<file path="config.mk">
export PLATFORM = sky130hd
export DESIGN_NAME = rctc_ctrl
export DESIGN_NICKNAME = d
export VERILOG_FILES = /design/src/rtl/rctc_pkg.sv /design/src/rtl/rctc_ctrl.sv
export SDC_FILE = /design/constraint.sdc
export NUM_CORES = 1
export LEC_CHECK = 0
export BUFFER_PORTS_ARGS = -buffer_cell sky130_fd_sc_hd__buf_2
export CAP_MARGIN = 20
export CORE_UTILIZATION = 35
export CTS_BUF_LIST = sky130_fd_sc_hd__clkbuf_8
export CTS_CLUSTER_DIAMETER = 30
export DETAILED_ROUTE_END_ITERATION = 12
export PLACE_DENSITY_LB_ADDON = 0.2
export SLEW_MARGIN = 20
export SYNTH_ARGS = -nofsm -noshare
export SYNTH_HDL_FRONTEND = slang
export SYNTH_SLANG_ARGS = --single-unit
</file>
<file path="constraint.sdc">
create_clock -name clk_i -period 1.55 [get_ports clk_i]
set_input_delay 0.155 -clock clk_i [delete_from_list [all_inputs] [get_ports clk_i]]
set_output_delay 0.155 -clock clk_i [all_outputs]
set_load 0.1 [all_outputs]
</file>
<file path="src/rtl/rctc_pkg.sv">
`timescale 1ns / 1ps
`default_nettype none
package rctc_pkg;

  localparam int unsigned LOG_TABLE_ENTRIES_DEF = 256;
  localparam int unsigned FRAC_BITS_DEF         = 16;

  localparam int unsigned CNT_W   = 21;
  localparam int unsigned OHM_W   = 16;
  localparam int unsigned BETA_W  = 14;
  localparam int unsigned NK_W    = 9;
  localparam int unsigned TEMP_W  = 12;
  localparam int unsigned PADDR_W = 5;
  localparam int unsigned XW      = 40;

  localparam logic [CNT_W-1:0] CNT_MAX = {CNT_W{1'b1}};
  localparam logic signed [32:0] LN2_Q32 = 33'sd2977044472;

  localparam int unsigned T_OFS = 2730;
  localparam int unsigned T_HI  = 4230;
  localparam int unsigned T_LO  = 2180;
  localparam logic signed [TEMP_W-1:0] T_MAX = 12'sd1500;
  localparam logic signed [TEMP_W-1:0] T_MIN = -12'sd550;

  typedef enum logic [2:0] {
    REG_TIMEOUT  = 3'd0,
    REG_OFFSET   = 3'd1,
    REG_SPAN_US  = 3'd2,
    REG_BASE     = 3'd3,
    REG_SPAN_OHM = 3'd4,
    REG_NOM_OHM  = 3'd5,
    REG_BETA     = 3'd6,
    REG_NOM_K    = 3'd7
  } reg_idx_e;

  typedef struct packed {
    logic [CNT_W-1:0]  timeout_us;
    logic [CNT_W-1:0]  offset_us;
    logic [CNT_W-1:0]  span_us;
    logic [OHM_W-1:0]  base_ohms;
    logic [OHM_W-1:0]  span_ohms;
    logic [OHM_W-1:0]  nominal_ohms;
    logic [BETA_W-1:0] beta_kelvin;
    logic [NK_W-1:0]   nominal_kelvin;
  } cfg_t;

  typedef enum logic [3:0] {
    OP_NONE,
    OP_ITEM,
    OP_MUL,
    OP_DIV1,
    OP_RES,
    OP_NORM,
    OP_IDX,
    OP_IMUL,
    OP_SUM_R,
    OP_SUM_N,
    OP_LOAD_N,
    OP_LN,
    OP_DEN,
    OP_DSUM,
    OP_DIV2,
    OP_FIN
  } dp_op_e;

  typedef enum logic [4:0] {
    ST_IDLE,
    ST_MUL,
    ST_DIV1,
    ST_DIV1_W,
    ST_RES,
    ST_NORM,
    ST_IDX,
    ST_IMUL,
    ST_ISUM,
    ST_LOAD_N,
    ST_LN,
    ST_DEN,
    ST_DSUM,
    ST_DIV2,
    ST_DIV2_W,
    ST_FIN
  } ctrl_state_e;

  typedef struct packed {
    dp_op_e op;
  } dp_cmd_t;

  typedef struct packed {
    logic item_done;
    logic norm_done;
    logic div_busy;
    logic den_bad;
  } dp_status_t;

  // log2(1 + i/2^k) in Qf by repeated squaring of a Q30 mantissa
  function automatic logic [31:0] log_entry(input int unsigned i, input int unsigned k,
                                            input int unsigned f);
    logic [63:0] m;
    logic [31:0] v;
    m = (64'(1) << 30) + (64'(i) << (30 - k));
    v = '0;
    if (m >= (64'(1) << 31)) begin
      m = m >> 1;
      v = v + (32'(1) << f);
    end
    for (int b = int'(f) - 1; b >= 0; b--) begin
      m = (m * m) >> 30;
      if (m >= (64'(1) << 31)) begin
        m = m >> 1;
        v = v + (32'(1) << b);
      end
    end
    return v;
  endfunction

endpackage
`default_nettype wire

</file>
<file path="src/rtl/rctc_ctrl.sv">
`timescale 1ns / 1ps
`default_nettype none
module rctc_ctrl
  import rctc_pkg::*;
(
  input  wire logic       clk_i,
  input  wire logic       rst_ni,
  input  wire logic       in_valid_i,
  output logic            in_ready_o,
  output logic            out_valid_o,
  input  wire logic       out_ready_i,
  input  wire dp_status_t status_i,
  output dp_cmd_t         cmd_o
);
  ctrl_state_e state_q, state_d;
  logic        pass_q, pass_d;
  logic        out_valid_q, out_valid_d;
  logic        out_free, beat;

  assign out_free = ~out_valid_q | out_ready_i;
  assign beat     = in_valid_i & in_ready_o;

  always_comb begin
    state_d = state_q;
    case (state_q)
      ST_IDLE:   if (beat && status_i.item_done) state_d = ST_MUL;
      ST_MUL:    state_d = ST_DIV1;
      ST_DIV1:   state_d = ST_DIV1_W;
      ST_DIV1_W: if (!status_i.div_busy) state_d = ST_RES;
      ST_RES:    state_d = ST_NORM;
      ST_NORM:   if (status_i.norm_done) state_d = ST_IDX;
      ST_IDX:    state_d = ST_IMUL;
      ST_IMUL:   state_d = ST_ISUM;
      ST_ISUM:   state_d = pass_q ? ST_LN : ST_LOAD_N;
      ST_LOAD_N: state_d = ST_NORM;
      ST_LN:     state_d = ST_DEN;
      ST_DEN:    state_d = ST_DSUM;
      ST_DSUM:   state_d = ST_DIV2;
      ST_DIV2:   state_d = status_i.den_bad ? ST_FIN : ST_DIV2_W;
      ST_DIV2_W: if (!status_i.div_busy) state_d = ST_FIN;
      ST_FIN:    if (out_free) state_d = ST_IDLE;
      default:   state_d = ST_IDLE;
    endcase
  end

  always_comb begin
    in_ready_o = 1'b0;
    cmd_o.op   = OP_NONE;
    pass_d     = pass_q;
    out_valid_d = out_valid_q & ~out_ready_i;
    case (state_q)
      ST_IDLE: begin
        in_ready_o = out_free;
        if (beat) begin
          cmd_o.op = OP_ITEM;
          if (!status_i.item_done) begin
            out_valid_d = 1'b1;
          end
        end
      end
      ST_MUL:  cmd_o.op = OP_MUL;
      ST_DIV1: cmd_o.op = OP_DIV1;
      ST_RES: begin
        cmd_o.op = OP_RES;
        pass_d   = 1'b0;
      end
      ST_NORM: cmd_o.op = OP_NORM;
      ST_IDX:  cmd_o.op = OP_IDX;
      ST_IMUL: cmd_o.op = OP_IMUL;
      ST_ISUM: cmd_o.op = pass_q ? OP_SUM_N : OP_SUM_R;
      ST_LOAD_N: begin
        cmd_o.op = OP_LOAD_N;
        pass_d   = 1'b1;
      end
      ST_LN:   cmd_o.op = OP_LN;
      ST_DEN:  cmd_o.op = OP_DEN;
      ST_DSUM: cmd_o.op = OP_DSUM;
      ST_DIV2: cmd_o.op = OP_DIV2;
      ST_FIN: begin
        if (out_free) begin
          cmd_o.op    = OP_FIN;
          out_valid_d = 1'b1;
        end
      end
      default: ;
    endcase
  end

  always_ff @(posedge clk_i or negedge rst_ni) begin
    if (!rst_ni) begin
      state_q     <= ST_IDLE;
      pass_q      <= 1'b0;
      out_valid_q <= 1'b0;
    end else begin
      state_q     <= state_d;
      pass_q      <= pass_d;
      out_valid_q <= out_valid_d;
    end
  end

  assign out_valid_o = out_valid_q;

  a_fin_loads: assert property (@(posedge clk_i) disable iff (!rst_ni)
    (state_q == ST_FIN && out_free) |=> out_valid_q)
    else $error("finished conversion not presented");
  a_done_starts: assert property (@(posedge clk_i) disable iff (!rst_ni)
    (state_q == ST_IDLE && beat && status_i.item_done) |=> (state_q == ST_MUL && !out_valid_q)
                                                           || state_q == ST_MUL)
    else $error("ending beat did not start conversion");
  a_busy_blocks: assert property (@(posedge clk_i) disable iff (!rst_ni)
    (state_q != ST_IDLE) |-> !in_ready_o)
    else $error("input taken during conversion");
endmodule
`default_nettype wire

</file>
==> impl_table.tex <==
\begin{tabular}{lr}
\hline
Metric & Value \\
\hline
\multicolumn{2}{l}{\textbf{Run status}} \\
Outcome & finished with violations \\
Failing checks & negative setup slack \\
\multicolumn{2}{l}{\textbf{Worst setup path}} \\
Data arrival at the endpoint of the critical path & 1560 ps \\
Crit path required time & 1390 ps \\
Capture point of the worst reg-to-reg path & state\_q[0] \\
Worst reg-to-reg setup slack & 50 ps \\
Ordered list of cells on the worst path & buf\_12, o21ai\_2, nor2\_1, o31ai\_2, buf\_4, o21ai\_4, buf\_12 \\
Startpoint-to-endpoint class of the critical path & flip-flop to primary output \\
FF-to-FF path depth & 7 \\
Worst stage delay on the critical path & 440 ps \\
Slowest-stage cell, CP & sky130\_fd\_sc\_hd\_\_dfrtp\_2 \\
Reg-to-reg startpoint & state\_q[2] \\
Critical-path maximum fanout & 4 \\
Startpoint Class & flip-flop \\
Endpoint type of the worst setup path & primary output \\
Library cell appearing most often on the critical path & sky130\_fd\_sc\_hd\_\_buf\_12 \\
Launch point of the worst path & state\_q[2] \\
\multicolumn{2}{l}{\textbf{Timing}} \\
Final period util & 110\% \\
Post-layout minimum cycle time & 1710 ps \\
RSZ-0062 raised after global routing & yes \\
Final-report setup violation count & 4 \\
Worst max-slew margin expressed relative to the limit & 67.3\% \\
Top achievable clock speed & 584 MHz \\
Worst Max-Slew Pin Slew & 493 ps \\
Final max-slew violation count & 0 \\
Post-route setup slack & -162 ps \\
Fin Setup TNS & -350 ps \\
Setup skew after layout & 0.750 ps \\
Final count of hold timing violations & 0 \\
\multicolumn{2}{l}{\textbf{Global routing}} \\
GRT Resource Usage Total & 21.6\% \\
Antenna violations before repair & 0 \\
Vias in the first global route & 626 \\
Largest net degree at the start of global routing & 15 \\
Total grt overflow & 0 \\
Wire length of the first global-routing pass & 2.82 mm \\
\multicolumn{2}{l}{\textbf{Yosys}} \\
Number of warnings reported in the yosys synthesis log & 0 \\
Dominant cell by count in the synthesized netlist & sky130\_fd\_sc\_hd\_\_nand2\_1 \\
Number of instances in the synthesized netlist & 68 \\
Number of enable-type register cells in the synthesized netlist & 0 \\
Post-synth top flop & sky130\_fd\_sc\_hd\_\_dfrtp\_1 \\
Post-synth top cells & sky130\_fd\_sc\_hd\_\_nand2\_1 (8), sky130\_fd\_sc\_hd\_\_a21oi\_1 (6), sky130\_fd\_sc\_hd\_\_dfrtp\_1 (6) \\
Async S/R FF share, synth & 100\% \\
Syn Area/Cell & 8.08 um\^{}2 \\
Fraction of the yosys area taken by sequential cells & 27.3\% \\
Cell type with the highest aggregate area in the netlist & sky130\_fd\_sc\_hd\_\_dfrtp\_1 \\
Count of distinct cell types in the synthesized netlist & 34 \\
Cell types with the largest area share after synthesis & sky130\_fd\_sc\_hd\_\_dfrtp\_1 (27\%), sky130\_fd\_sc\_hd\_\_a21oi\_1 (5.5\%), sky130\_fd\_sc\_hd\_\_nand2\_1 (5.5\%) \\
Post-synthesis register bit count & 6 \\
Area share of the largest cell type after synthesis & 27.3\% \\
Syn Std Cell Area & 549 um\^{}2 \\
Net Count, Synth & 76 \\
\multicolumn{2}{l}{\textbf{Floorplan}} \\
Die width & 41.6 um \\
Row count & 13 \\
Number of ports placed on the die boundary & 14 \\
Vertical die dimension & 41.6 um \\
Core ar. & 0.00138 mm\^{}2 \\
Die area & 0.00173 mm\^{}2 \\
Initial standard-cell utilization of the core & 39.7\% \\
\multicolumn{2}{l}{\textbf{Place}} \\
Routability-driven placement congestion ratio & 0.797 \\
Final HPWL from detailed placement & 1.05 mm \\
I/O Buffers & 13 \\
\multicolumn{2}{l}{\textbf{Layout}} \\
Area growth from synthesis to final layout & 88.8\% \\
ANT cells & 0 \\
Filler instances & 97 \\
Final nets & 110 \\
Share of cells above drive strength 1 & 60.4\% \\
\multicolumn{2}{l}{\textbf{CTS}} \\
Clock slew seen by the registers of the worst setup and hold paths & 40 ps \\
Inserted Clock Buffers & 3 \\
Clock sink total & 6 \\
Number of buffers on the longest clock path & 2 \\
TritonCTS clock tree & done \\
CTS H-Tree Depth & 1 \\
Skew-Pair Late Insertion Delay & 220 ps \\
Root buffer cell & sky130\_fd\_sc\_hd\_\_clkbuf\_8 \\
\multicolumn{2}{l}{\textbf{Detailed routing}} \\
Via Count & 631 \\
Antenna Nets Post-Route & 0 \\
Per-cell via count in the routed design & 5.44 \\
Routed length per placed instance & 15.8 um \\
Detailed Route WL & 1.83 mm \\
Number of DRC markers in iteration 0 & 19 \\
Detailed Routing Iterations Pass 1 & 4 \\
Detailed-route DRC error count & 0 \\
\multicolumn{2}{l}{\textbf{Min path}} \\
Hold Path Sink & out\_valid\_o \\
Launch instance of the worst min-delay path & status\_i[3] \\
Instance count along the most critical hold path & 2 \\
Worst Hold Class & primary input to flip-flop \\
\multicolumn{2}{l}{\textbf{Job}} \\
Max-capacitance violation count & 0 \\
\hline
\end{tabular}
[sequential cells by signal, summed over array words and instances, names as in the netlist]
signal,flops
state_q,4
out_valid_o,1
pass_q,1
[worst max-delay path, delay by kind of cell (launching register included)]
| family | cells | cell delay [ps] |
|---|---|---|
| AO/OA/AOI/OAI | 3 | 340 |
| buffers and inverters | 3 | 480 |
| flip-flops | 1 | 440 |
| AND/OR/NAND/NOR | 1 | 60 |
[logic make-up after synthesis]
| kind of cell | after synthesis | share of synthesized area, % |
|---|---|---|
| AO/OA/AOI/OAI | 26 | 32.1 |
| AND/OR/NAND/NOR | 26 | 25.7 |
| buffers and inverters | 9 | 13.0 |
| flip-flops | 6 | 27.3 |
| multiplexers | 1 | 1.82 |
[cells in the final DEF (no fill, tap or decap), drive strengths merged, types with 2 or more instances in the layout]
cell,n
a21oi,6
a31oi,2
buf,34
clkbuf,3
dfrtp,6
inv,4
nand2,8
nand2b,3
nand3,2
nor2,6
nor2b,3
o21a,2
o21ai,4
[layout make-up]
class	count	area, um^2	area share, %
Clock buffer	3	41.3	3.98
Clock inverter	1	3.75	0.362
Inverter	3	11.3	1.09
Multi-Input combinational cell	53	448	43.2
Sequential cell	6	156	15.1
Tap cell	15	18.8	1.81
Timing Repair Buffer	35	358	34.5
[layer usage]
metal	up-vias	wire length, um	GRT usage (%)
li1	311	-	-
met1	304	822	25.8
met2	16	946	37.8
met3	0	60	3.04
met4	0	0	9.68
met5	-	0	0
[stage by stage]
| step | area [um^2] | util (%) | setup slack, ps | cells | hold WS [ps] |
|---|---|---|---|---|---|
| after floorplan | 597 | - | -340 | 68 | -141 |
| after global placement | 748 | 54.1 | 43.1 | 97 | -18.3 |
| after detailed placement | 748 | 54.1 | 18.3 | 97 | -17.2 |
| after CTS | 980 | 70.9 | -162 | 113 | 163 |
| after global routing | 1040 | 75.0 | -217 | 116 | 199 |
| final | 1040 | 75.0 | -162 | 116 | 175 |
[what timing repair did]
action                     in CTS  in global routing
pin swaps                       8                  5
hold buffers                    1                  0
setup endpoints to repair       3                  7
setup buffers                  11                  3
gates resized for setup        20                  9
hold endpoints to repair        6                  0
[how the worst max path moves through the flow]
stage | end | slack (ps) | depth (start not counted)
after floorplan | cmd_o[1] | -340 | 4
after global placement | cmd_o[0] | 40 | 6
after detailed placement | cmd_o[0] | 20 | 5
after CTS | cmd_o[0] | -160 | 5
after global routing | cmd_o[0] | -220 | 7
final | cmd_o[0] | -160 | 7
Power is left out: the tool's default activity adds up to more than one toggle a clock period on the data nets, which glitch-free logic cannot reach.
