File: src/rtl/rctc_pkg.sv
`timescale 1ns / 1ps
`default_nettype none
package rctc_pkg;

  localparam int unsigned LOG_TABLE_ENTRIES_DEF = 256;
  localparam int unsigned FRAC_BITS_DEF         = 16;

  localparam int unsigned CNT_W   = 21;
  localparam int unsigned OHM_W   = 16;
  localparam int unsigned BETA_W  = 14;
  localparam int unsigned NK_W    = 9;
  localparam int unsigned TEMP_W  = 12;
  localparam int unsigned PADDR_W = 5;
  localparam int unsigned XW      = 40;

  localparam logic [CNT_W-1:0] CNT_MAX = {CNT_W{1'b1}};
  localparam logic signed [32:0] LN2_Q32 = 33'sd2977044472;

  localparam int unsigned T_OFS = 2730;
  localparam int unsigned T_HI  = 4230;
  localparam int unsigned T_LO  = 2180;
  localparam logic signed [TEMP_W-1:0] T_MAX = 12'sd1500;
  localparam logic signed [TEMP_W-1:0] T_MIN = -12'sd550;

  typedef enum logic [2:0] {
    REG_TIMEOUT  = 3'd0,
    REG_OFFSET   = 3'd1,
    REG_SPAN_US  = 3'd2,
    REG_BASE     = 3'd3,
    REG_SPAN_OHM = 3'd4,
    REG_NOM_OHM  = 3'd5,
    REG_BETA     = 3'd6,
    REG_NOM_K    = 3'd7
  } reg_idx_e;

  typedef struct packed {
    logic [CNT_W-1:0]  timeout_us;
    logic [CNT_W-1:0]  offset_us;
    logic [CNT_W-1:0]  span_us;
    logic [OHM_W-1:0]  base_ohms;
    logic [OHM_W-1:0]  span_ohms;
    logic [OHM_W-1:0]  nominal_ohms;
    logic [BETA_W-1:0] beta_kelvin;
    logic [NK_W-1:0]   nominal_kelvin;
  } cfg_t;

  typedef enum logic [3:0] {
    OP_NONE,
    OP_ITEM,
    OP_MUL,
    OP_DIV1,
    OP_RES,
    OP_NORM,
    OP_IDX,
    OP_IMUL,
    OP_SUM_R,
    OP_SUM_N,
    OP_LOAD_N,
    OP_LN,
    OP_DEN,
    OP_DSUM,
    OP_DIV2,
    OP_FIN
  } dp_op_e;

  typedef enum logic [4:0] {
    ST_IDLE,
    ST_MUL,
    ST_DIV1,
    ST_DIV1_W,
    ST_RES,
    ST_NORM,
    ST_IDX,
    ST_IMUL,
    ST_ISUM,
    ST_LOAD_N,
    ST_LN,
    ST_DEN,
    ST_DSUM,
    ST_DIV2,
    ST_DIV2_W,
    ST_FIN
  } ctrl_state_e;

  typedef struct packed {
    dp_op_e op;
  } dp_cmd_t;

  typedef struct packed {
    logic item_done;
    logic norm_done;
    logic div_busy;
    logic den_bad;
  } dp_status_t;

  // log2(1 + i/2^k) in Qf by repeated squaring of a Q30 mantissa
  function automatic logic [31:0] log_entry(input int unsigned i, input int unsigned k,
                                            input int unsigned f);
    logic [63:0] m;
    logic [31:0] v;
    m = (64'(1) << 30) + (64'(i) << (30 - k));
    v = '0;
    if (m >= (64'(1) << 31)) begin
      m = m >> 1;
      v = v + (32'(1) << f);
    end
    for (int b = int'(f) - 1; b >= 0; b--) begin
      m = (m * m) >> 30;
      if (m >= (64'(1) << 31)) begin
        m = m >> 1;
        v = v + (32'(1) << b);
      end
    end
    return v;
  endfunction

endpackage
`default_nettype wire

File: src/rtl/rctc_regs.sv
`timescale 1ns / 1ps
`default_nettype none
module rctc_regs
  import rctc_pkg::*;
(
  input  wire logic               clk_i,
  input  wire logic               rst_ni,
  input  wire logic               psel,
  input  wire logic               penable,
  input  wire logic               pwrite,
  input  wire logic [PADDR_W-1:0] paddr,
  input  wire logic [31:0]        pwdata,
  output logic [31:0]             prdata,
  output logic                    pready,
  output cfg_t                    cfg_o
);
  cfg_t     cfg_q;
  reg_idx_e idx;
  logic     wr;

  assign idx    = reg_idx_e'(paddr[PADDR_W-1:2]);
  assign wr     = psel & penable & pwrite;
  assign pready = 1'b1;

  always_ff @(posedge clk_i or negedge rst_ni) begin
    if (!rst_ni) begin
      cfg_q.timeout_us     <= CNT_W'(500000);
      cfg_q.offset_us      <= CNT_W'(76300);
      cfg_q.span_us        <= CNT_W'(218300);
      cfg_q.base_ohms      <= OHM_W'(2400);
      cfg_q.span_ohms      <= OHM_W'(7800);
      cfg_q.nominal_ohms   <= OHM_W'(10000);
      cfg_q.beta_kelvin    <= BETA_W'(4300);
      cfg_q.nominal_kelvin <= NK_W'(298);
    end else if (wr) begin
      case (idx)
        REG_TIMEOUT:  cfg_q.timeout_us     <= pwdata[CNT_W-1:0];
        REG_OFFSET:   cfg_q.offset_us      <= pwdata[CNT_W-1:0];
        REG_SPAN_US:  cfg_q.span_us        <= pwdata[CNT_W-1:0];
        REG_BASE:     cfg_q.base_ohms      <= pwdata[OHM_W-1:0];
        REG_SPAN_OHM: cfg_q.span_ohms      <= pwdata[OHM_W-1:0];
        REG_NOM_OHM:  cfg_q.nominal_ohms   <= pwdata[OHM_W-1:0];
        REG_BETA:     cfg_q.beta_kelvin    <= pwdata[BETA_W-1:0];
        REG_NOM_K:    cfg_q.nominal_kelvin <= pwdata[NK_W-1:0];
        default: ;
      endcase
    end
  end

  always_comb begin
    case (idx)
      REG_TIMEOUT:  prdata = 32'(cfg_q.timeout_us);
      REG_OFFSET:   prdata = 32'(cfg_q.offset_us);
      REG_SPAN_US:  prdata = 32'(cfg_q.span_us);
      REG_BASE:     prdata = 32'(cfg_q.base_ohms);
      REG_SPAN_OHM: prdata = 32'(cfg_q.span_ohms);
      REG_NOM_OHM:  prdata = 32'(cfg_q.nominal_ohms);
      REG_BETA:     prdata = 32'(cfg_q.beta_kelvin);
      REG_NOM_K:    prdata = 32'(cfg_q.nominal_kelvin);
      default:      prdata = '0;
    endcase
  end

  assign cfg_o = cfg_q;
endmodule
`default_nettype wire

File: config.mk
export PLATFORM = sky130hd
export DESIGN_NAME = rctc_regs
export DESIGN_NICKNAME = d
export VERILOG_FILES = /design/src/rtl/rctc_pkg.sv /design/src/rtl/rctc_regs.sv
export SDC_FILE = /design/constraint.sdc
export NUM_CORES = 1
export LEC_CHECK = 0
export ABC_AREA = 1
export BUFFER_PORTS_ARGS = -buffer_cell sky130_fd_sc_hd__buf_2
export CAP_MARGIN = 20
export CORE_MARGIN = 2
export CORE_UTILIZATION = 53
export CTS_BUF_LIST = sky130_fd_sc_hd__clkbuf_8
export CTS_CLUSTER_DIAMETER = 30
export DETAILED_ROUTE_END_ITERATION = 12
export GPL_ROUTABILITY_DRIVEN = 0
export PLACE_DENSITY_LB_ADDON = 0.3
export SLEW_MARGIN = 20
export SYNTH_ARGS = -nofsm -noshare
export SYNTH_HDL_FRONTEND = slang
export SYNTH_SLANG_ARGS = --single-unit
File: constraint.sdc
create_clock -name clk_i -period 1.8 [get_ports clk_i]
set_clock_uncertainty 0.05 [all_clocks]
set_input_delay 0.36 -clock clk_i [delete_from_list [all_inputs] [get_ports clk_i]]
set_output_delay 0.36 -clock clk_i [all_outputs]
set_load 0.01 [all_outputs]
==> results of run 1 <==
[worst reg2reg max path: stages (launching register included)]
cell and delay [ns]:
dfstp_2 0.53, buf_4 0.10, buf_4 0.11, nand2_1 0.06, o21ai_2 0.06
[worst paths after layout]
| check | depth (start not counted) | to | slack [ns] |
|---|---|---|---|
| worst max-delay path | 5 | prdata[2] | -0.07 |
| worst max register to register | 4 | cfg_o[75] | 0.84 |
| worst min-delay path | 3 | cfg_o[19] | 0.08 |
| min in group asynchronous | 3 | cfg_o[99] | 0.41 |
| max in group asynchronous | 3 | cfg_o[49] | 0.91 |
| worst min register to register | 2 | cfg_o[5] | 0.43 |
[what timing repair did]
item | in CTS | in global routing
endpoints found under the setup margin | 21 | 21
gates cloned | 0 | 5
resized for setup | 12 | 42
endpoints found under the hold margin | 85 | 0
setup buffers | 23 | 12
hold buffers | 1 | 0
pin swaps | 32 | 28
[Yosys cell counts]
master,count
nand3_2,2
o21ai_2,21
buf_4,18
inv_1,46
nor2_8,1
o21ai_1,52
inv_6,1
o21ai_0,33
nor3_4,1
clkbuf_1,8
clkbuf_2,1
nand2_2,1
dfrtp_1,85
inv_4,1
nand4_1,64
nand2_4,2
nor3_2,3
nor2_2,2
nor2_4,1
nand3_1,37
nor2_1,81
buf_6,10
a21oi_1,30
conb_1,2
buf_2,20
nand2_1,177
nand3_4,2
inv_2,3
buf_1,6
dfstp_2,49
[cell usage in the layout (no fill, tap or decap)]
cell             n
dfstp_2         49
clkinv_2         5
inv_2            3
clkbuf_16        2
clkinv_8         1
nor2_4           2
nand2_2          7
buf_2          176
nor2_8           1
inv_1           46
nand2_4          2
nand2_1        171
buf_12          15
dlygate4sd3_1    1
inv_4            2
a21oi_1         30
bufinv_16        2
nor3_4           2
nor2_1          67
buf_6            6
buf_8            1
clkinvlp_4       2
nand3_2          8
o21ai_0         32
nand3_4          2
o21ai_1         53
nand3_1         31
conb_1          12
dfrtp_1         85
inv_6            2
buf_4           59
nor3_2           2
nor2_2          16
clkbuf_8        21
o21ai_2         21
nand4_1         64
[cells by family after synthesis]
family | Yosys count | synth area share
buf+inv | 114 | 0.0928
other cells | 2 | 0.00115
flops | 134 | 0.524
compound gates | 136 | 0.117
simple gates | 374 | 0.265
[area by class of cell]
class / count / share of cell area
clock buffers: 21 / 0.0336
clock inverters: 11 / 0.0125
inverters: 51 / 0.0248
multi-input cells: 523 / 0.305
flip-flops and latches: 134 / 0.396
well taps: 147 / 0.0214
repair buffers: 260 / 0.205
repair inverters: 1 / 0.00102
[power breakdown]
group,total (mW),internal (mW),switching (mW)
logic,2.69,1.17,1.52
registers,4.23,3.79,0.446
clock network,2.52,1.35,1.17
total,9.45,6.32,3.13
[metal layers]
metal	vias up	global-route usage
met3	54	0.0712
met2	310	0.459
met1	2930	0.372
li1	2973	-
met4	0	0.139
met5	-	0
[metrics by stage]
step | TNS (ns) | area (um^2) | utilization
floorplan | 0 | 6550 | -
global placement | -2.18 | 7710 | 0.642
detailed placement | -2.99 | 7710 | 0.642
CTS | -0.810 | 8320 | 0.693
global route | -1.58 | 8610 | 0.717
finish | -0.517 | 8610 | 0.717
==> summary.txt, run 1 <==
Logic synthesis
  – Dominant cell type by area after synthesis: dfrtp_1
  – Syn_area_per_cell: 8.57 um^2
  – Area contributors post-synth: dfrtp_1, dfstp_2, nand2_1, nand4_1, nor2_1
  – Mapped cell area: between 6000 and 7000 um^2
  – Distinct cells, synth: 30
  – Synthesized instance count: 760
  – Yosys warning total: 0
  – #FFs+latches synth: around 130
  – Sequential element share of the synthesized area: 0.524
  – Area share of the largest cell type after synthesis: 0.327

CTS
  – CTS tree: done
  – Worst-path clk slew: 0.07 ns
  – CTS max path bufs: 2
  – CTS root buf: clkbuf_8
  – Worst-Skew Late Latency: 0.45 ns
  – H-tree levels: 4
  – CTS Sinks: around 130
  – CTS Buf Count: 17

Die
  – IO Pins: 209
  – Initial Util: 0.542
  – Cell row count: 40
  – Core area: around 12000 um^2
  – Die area: around 13000 um^2
  – Chip Height: between 100 and 150 um
  – Die Wd: about 110 um

Drt
  – Met2 Wirelength: 9150 um
  – DRC: 0
  – Metal3 WL: 1700 um
  – Final ANT Viol Nets: 0
  – DR vias: approximately 6300
  – WL/cell: 16.7 um
  – DR pass1 iterations: 8
  – Routed WL: about 19000 um
  – Vias per cell: approximately 5.5
  – Initial DRC count: 548
  – DR top layer: met4
  – Metal-1 WL: between 7000 and 8000 um

Global routing
  – Vias in the first global route: roughly 5800
  – Largest net degree at the start of global routing: 73
  – Grt total ovfl: 0
  – Tot GR Track Use: 0.288
  – Initial antenna violation count: 0
  – Global-route wire length before repair: between 20000 and 30000 um

Cells and area
  – Number of inserted diodes: 0
  – Fill cells: just under 1000
  – Multi-input gate area in the final layout: between 2000 and 3000 um^2
  – Post-Layout Cell Count: 1148
  – Nets: around 1000
  – P&R area growth vs syn: 32.3%
  – Sequential cell area: 3410 um^2
  – Max FFs per register: 134
  – Layout cells sized above 1: 0.409

Place
  – Dpl cells: approximately 1100
  – Post-detailed-placement half-perimeter wirelength: between 10000 and 15000 um
  – Port Buf Inserts: ~180
  – Worst slack at placement: -0.134 ns

Critical path
  – Critical-path maximum fanout: 3
  – Required @ worst endpoint: about 1.4 ns
  – Cell Chain, Critical Path: nand4_1, nand2_1, nor2_1, nand3_1, buf_2
  – Buf+Inv Stages, Crit Path: 1
  – R2R Path Start: cfg_o[75]
  – Critical path type: register to primary output
  – Slowest cell delay on critical path: between 0.5 and 0.6 ns
  – Crit path max-delay cell type: dfstp_2
  – Worst path arrival time: 1.46 ns
  – CP Capture Type: primary output
  – Worst setup path start: cfg_o[73]
  – CP Launch Type: register
  – Largest delay share family, worst path: flip-flops

Worst hold path
  – Hold Crit Class: primary input to register
  – Worst hold start: pwdata[10]

Timing
  – RSZ-0062 raised after global routing: yes
  – Setup WS post-layout: -0.0748 ns
  – Final Hold Vio Count: 0
  – Slew Limit Fails: 0
  – FMAX: 0.533 GHz
  – Worst-case hold slack: 0.0788 ns
  – Period utilization: 1.04
  – Minimum clock period: 1.87 ns
  – # setup viols final: 15

Power and ir drop
  – Pwr per Cell Area: 1100 nW/um^2
  – Final total power: ~9.4 mW
  – Worst vdd ir: ~650 uV
  – P_leak: ~4.5 nW

Job
  – Max-cap viol count: 0

Outcome
  – Outcome: complete, but fails checks
  – Failing checks: setup timing
Note: power is estimated with default switching activity, not from simulation.
==> run 2, diff against run 1 <==
BUFFER_PORTS_ARGS = -buffer_cell sky130_fd_sc_hd__buf_4   (was -buffer_cell sky130_fd_sc_hd__buf_2)
PLACE_DENSITY = 0.87   (was default)
PLACE_DENSITY_LB_ADDON = default   (was 0.3)
==> summary.txt, run 2 (synthesis results as in run 1) <==
Critical path
  – Critical path type: register to primary output (unchanged)
  – R2R Path End: cfg_o[105] (was cfg_o[75])
  – Largest delay share family, worst path: flip-flops (unchanged)
  – Critical-path maximum fanout: 2 (was 3)
  – Slowest cell delay on critical path: 0.55 ns (was 0.54 ns)
  – Required @ worst endpoint: 1.39 ns (about the same)
  – R2R Path Start: cfg_o[105] (was cfg_o[75])
  – R2R Setup Slk: 0.79 ns (was 0.84 ns)
  – Crit path max-delay cell type: dfstp_2 (unchanged)
  – Worst path arrival time: 1.56 ns (was 1.46 ns)
  – CP Capture Type: primary output (unchanged)
  – Reg2Reg Depth: 3 (was 4)
  – CP Launch Type: register (unchanged)
  – Cell Chain, Critical Path: nand4_1, nand2_2, nor2_2, nand3_1, buf_4 (was nand4_1, nand2_1, nor2_1, nand3_1, buf_2)
  – Buf+Inv Stages, Crit Path: 1 (unchanged)

Place
  – Port Buf Inserts: 183 (unchanged)
  – Worst slack at placement: -0.135 ns (was -0.134 ns)
  – Post-detailed-placement half-perimeter wirelength: 14000 um (was 12800 um)

Timing
  – Period utilization: 1.10 (was 1.04)
  – FMAX: 0.507 GHz (was 0.533 GHz)
  – Slew Limit Fails: 0 (unchanged)
  – # setup viols final: 16 (was 15)
  – Final Hold Vio Count: 0 (unchanged)
  – Worst-case hold slack: 0.0666 ns (was 0.0788 ns)
  – Minimum clock period: 1.97 ns (was 1.87 ns)
  – Setup WS post-layout: -0.171 ns (was -0.0748 ns)
  – RSZ-0062 raised after global routing: yes (unchanged)

Power and ir drop
  – Sw frac: 0.328 (was 0.332)
  – Pwr per Cell Area: 1110 nW/um^2 (was 1100 nW/um^2)
  – Sequential Power Share: 0.432 (was 0.448)
  – Switch Pwr: 3.26 mW (was 3.13 mW)
  – P_int: 6.67 mW (was 6.32 mW)
  – P_leak: 4.52 nW (was 4.49 nW)
  – Worst vdd ir: 575 uV (was 649 uV)
  – Comb power frac: 0.322 (was 0.285)
  – Clock power frac: 0.246 (was 0.267)

Cells and area
  – Number of inserted diodes: 0 (unchanged)
  – P&R area growth vs syn: 36.7% (was 32.3%)
  – Sequential cell area: 3410 um^2 (unchanged)
  – Layout cells sized above 1: 0.387 (was 0.409)
  – Multi-input gate area in the final layout: 2590 um^2 (was 2630 um^2)
  – Most common cell after layout, fill and taps aside: buf_4 (was buf_2)
  – Nets: 1026 (was 1030)
  – Fill cells: 772 (was 974)
  – Max FFs per register: 134 (unchanged)
  – Commonest non-fill, non-tap cells in the layout: buf_4, nand2_1, dfrtp_1, nor2_1, nand4_1 (was buf_2, nand2_1, dfrtp_1, nor2_1, nand4_1)

CTS
  – CTS Buf Count: 17 (unchanged)
  – Worst-path clk slew: 0.07 ns (about the same)
  – CTS root buf: clkbuf_8 (unchanged)
  – CTS tree: done (unchanged)
  – H-tree levels: 4 (unchanged)
  – CTS Sinks: 134 (unchanged)
  – CTS max path bufs: 2 (unchanged)
  – Worst-Skew Late Latency: 0.46 ns (was 0.45 ns)

Die
  – Cell row count: 40 (unchanged)
  – Chip Height: 115 um (unchanged)
  – Die area: 13200 um^2 (unchanged)
  – Initial Util: 0.542 (unchanged)
  – Core area: 12000 um^2 (unchanged)
  – IO Pins: 209 (unchanged)
  – Die Wd: 115 um (unchanged)

Drt
  – WL/cell: 19.1 um (was 16.7 um)
  – Initial DRC count: 948 (was 548)
  – Metal3 WL: 2340 um (was 1700 um)
  – DR vias: 6705 (was 6267)
  – Final ANT Viol Nets: 0 (unchanged)
  – DR pass1 iterations: 9 (was 8)
  – DRC: 2 (was 0)
  – DR top layer: met4 (unchanged)
  – Routed WL: 21900 um (was 19200 um)
  – Metal-1 WL: 8500 um (was 7670 um)
  – Met2 Wirelength: 10200 um (was 9150 um)
  – Vias per cell: 5.86 (was 5.46)

Job
  – Max-cap viol count: 0 (unchanged)

Worst hold path
  – Worst hold start: pwdata[8] (was pwdata[10])
  – Worst hold path stage count: 3 (unchanged)
  – Worst hold endpoint: cfg_o[17] (was cfg_o[19])
  – Hold Crit Class: primary input to register (unchanged)

Global routing
  – Largest net degree at the start of global routing: 45 (was 73)
  – Tot GR Track Use: 0.324 (was 0.288)
  – Grt total ovfl: 0 (unchanged)
  – Vias in the first global route: 6039 (was 5795)
  – Global-route wire length before repair: 32700 um (was 29200 um)
  – Initial antenna violation count: 0 (unchanged)

Outcome
  – Outcome: complete, but fails checks (unchanged)
  – Failing checks: DRC, setup timing (was setup timing)
## run 2: worst reg2reg max path: cells and delay by family, from the launching register on
kind | cells | cell delay [ns]
flops | 1 | 0.54
buf+inv | 1 | 0.12
simple gates | 1 | 0.09
compound gates | 1 | 0.14
## run 2: metal layers
metal	vias up	global-route usage
met4	0	0.118
li1	2954	-
met5	-	0
met2	505	0.495
met1	3158	0.459
met3	88	0.0733
## run 2: timing repair
action | 4_1_cts | 5_1_grt
hold buffers | 1 | 0
hold endpoints to repair | 13 | 0
gates resized for setup | 12 | 17
endpoints found under the setup margin | 21 | 21
pin swaps | 29 | 25
setup buffers | 32 | 9
## run 2: cell type report
cell class / count / area share
flip-flops and latches: 134 / 0.383
multi-input cells: 522 / 0.291
clock buffers: 20 / 0.0309
inverters: 51 / 0.0229
well taps: 147 / 0.0206
repair buffers: 258 / 0.240
clock inverters: 12 / 0.0114
## run 2: per-stage QoR
step | util | power (mW) | TNS, ns | instances | area (um^2)
finish | 0.742 | 9.92 | -1.06 | 1144 | 8910
global route | 0.742 | 10.4 | -1.74 | 1144 | 8910
CTS | 0.731 | 9.74 | -0.692 | 1135 | 8780
detailed placement | 0.676 | 7.10 | -2.01 | 1070 | 8120
global placement | 0.676 | 7.00 | -0.697 | 1070 | 8120
floorplan | - | 5.50 | 0 | 770 | 6550
## run 2: worst max-delay path by stage
stage | start | endpoint | cells after the start
after floorplan | paddr[2] | prdata[0] | 7
after global placement | paddr[2] | prdata[20] | 7
after detailed placement | paddr[2] | cfg_o[110] | 7
after CTS | cfg_o[33] | prdata[10] | 5
after global routing | cfg_o[33] | prdata[10] | 5
final | cfg_o[33] | prdata[10] | 5
## run 2: power groups by stage
| stage | Sequential [mW] | Clock (mW) | Combinational (mW) |
|---|---|---|---|
| floorplan | 4.55 | 0 | 0.947 |
| global placement | 4.36 | 0 | 2.64 |
| detailed placement | 4.37 | 0 | 2.73 |
| CTS | 4.25 | 2.42 | 3.07 |
| global route | 4.36 | 2.57 | 3.43 |
| finish | 4.29 | 2.44 | 3.20 |
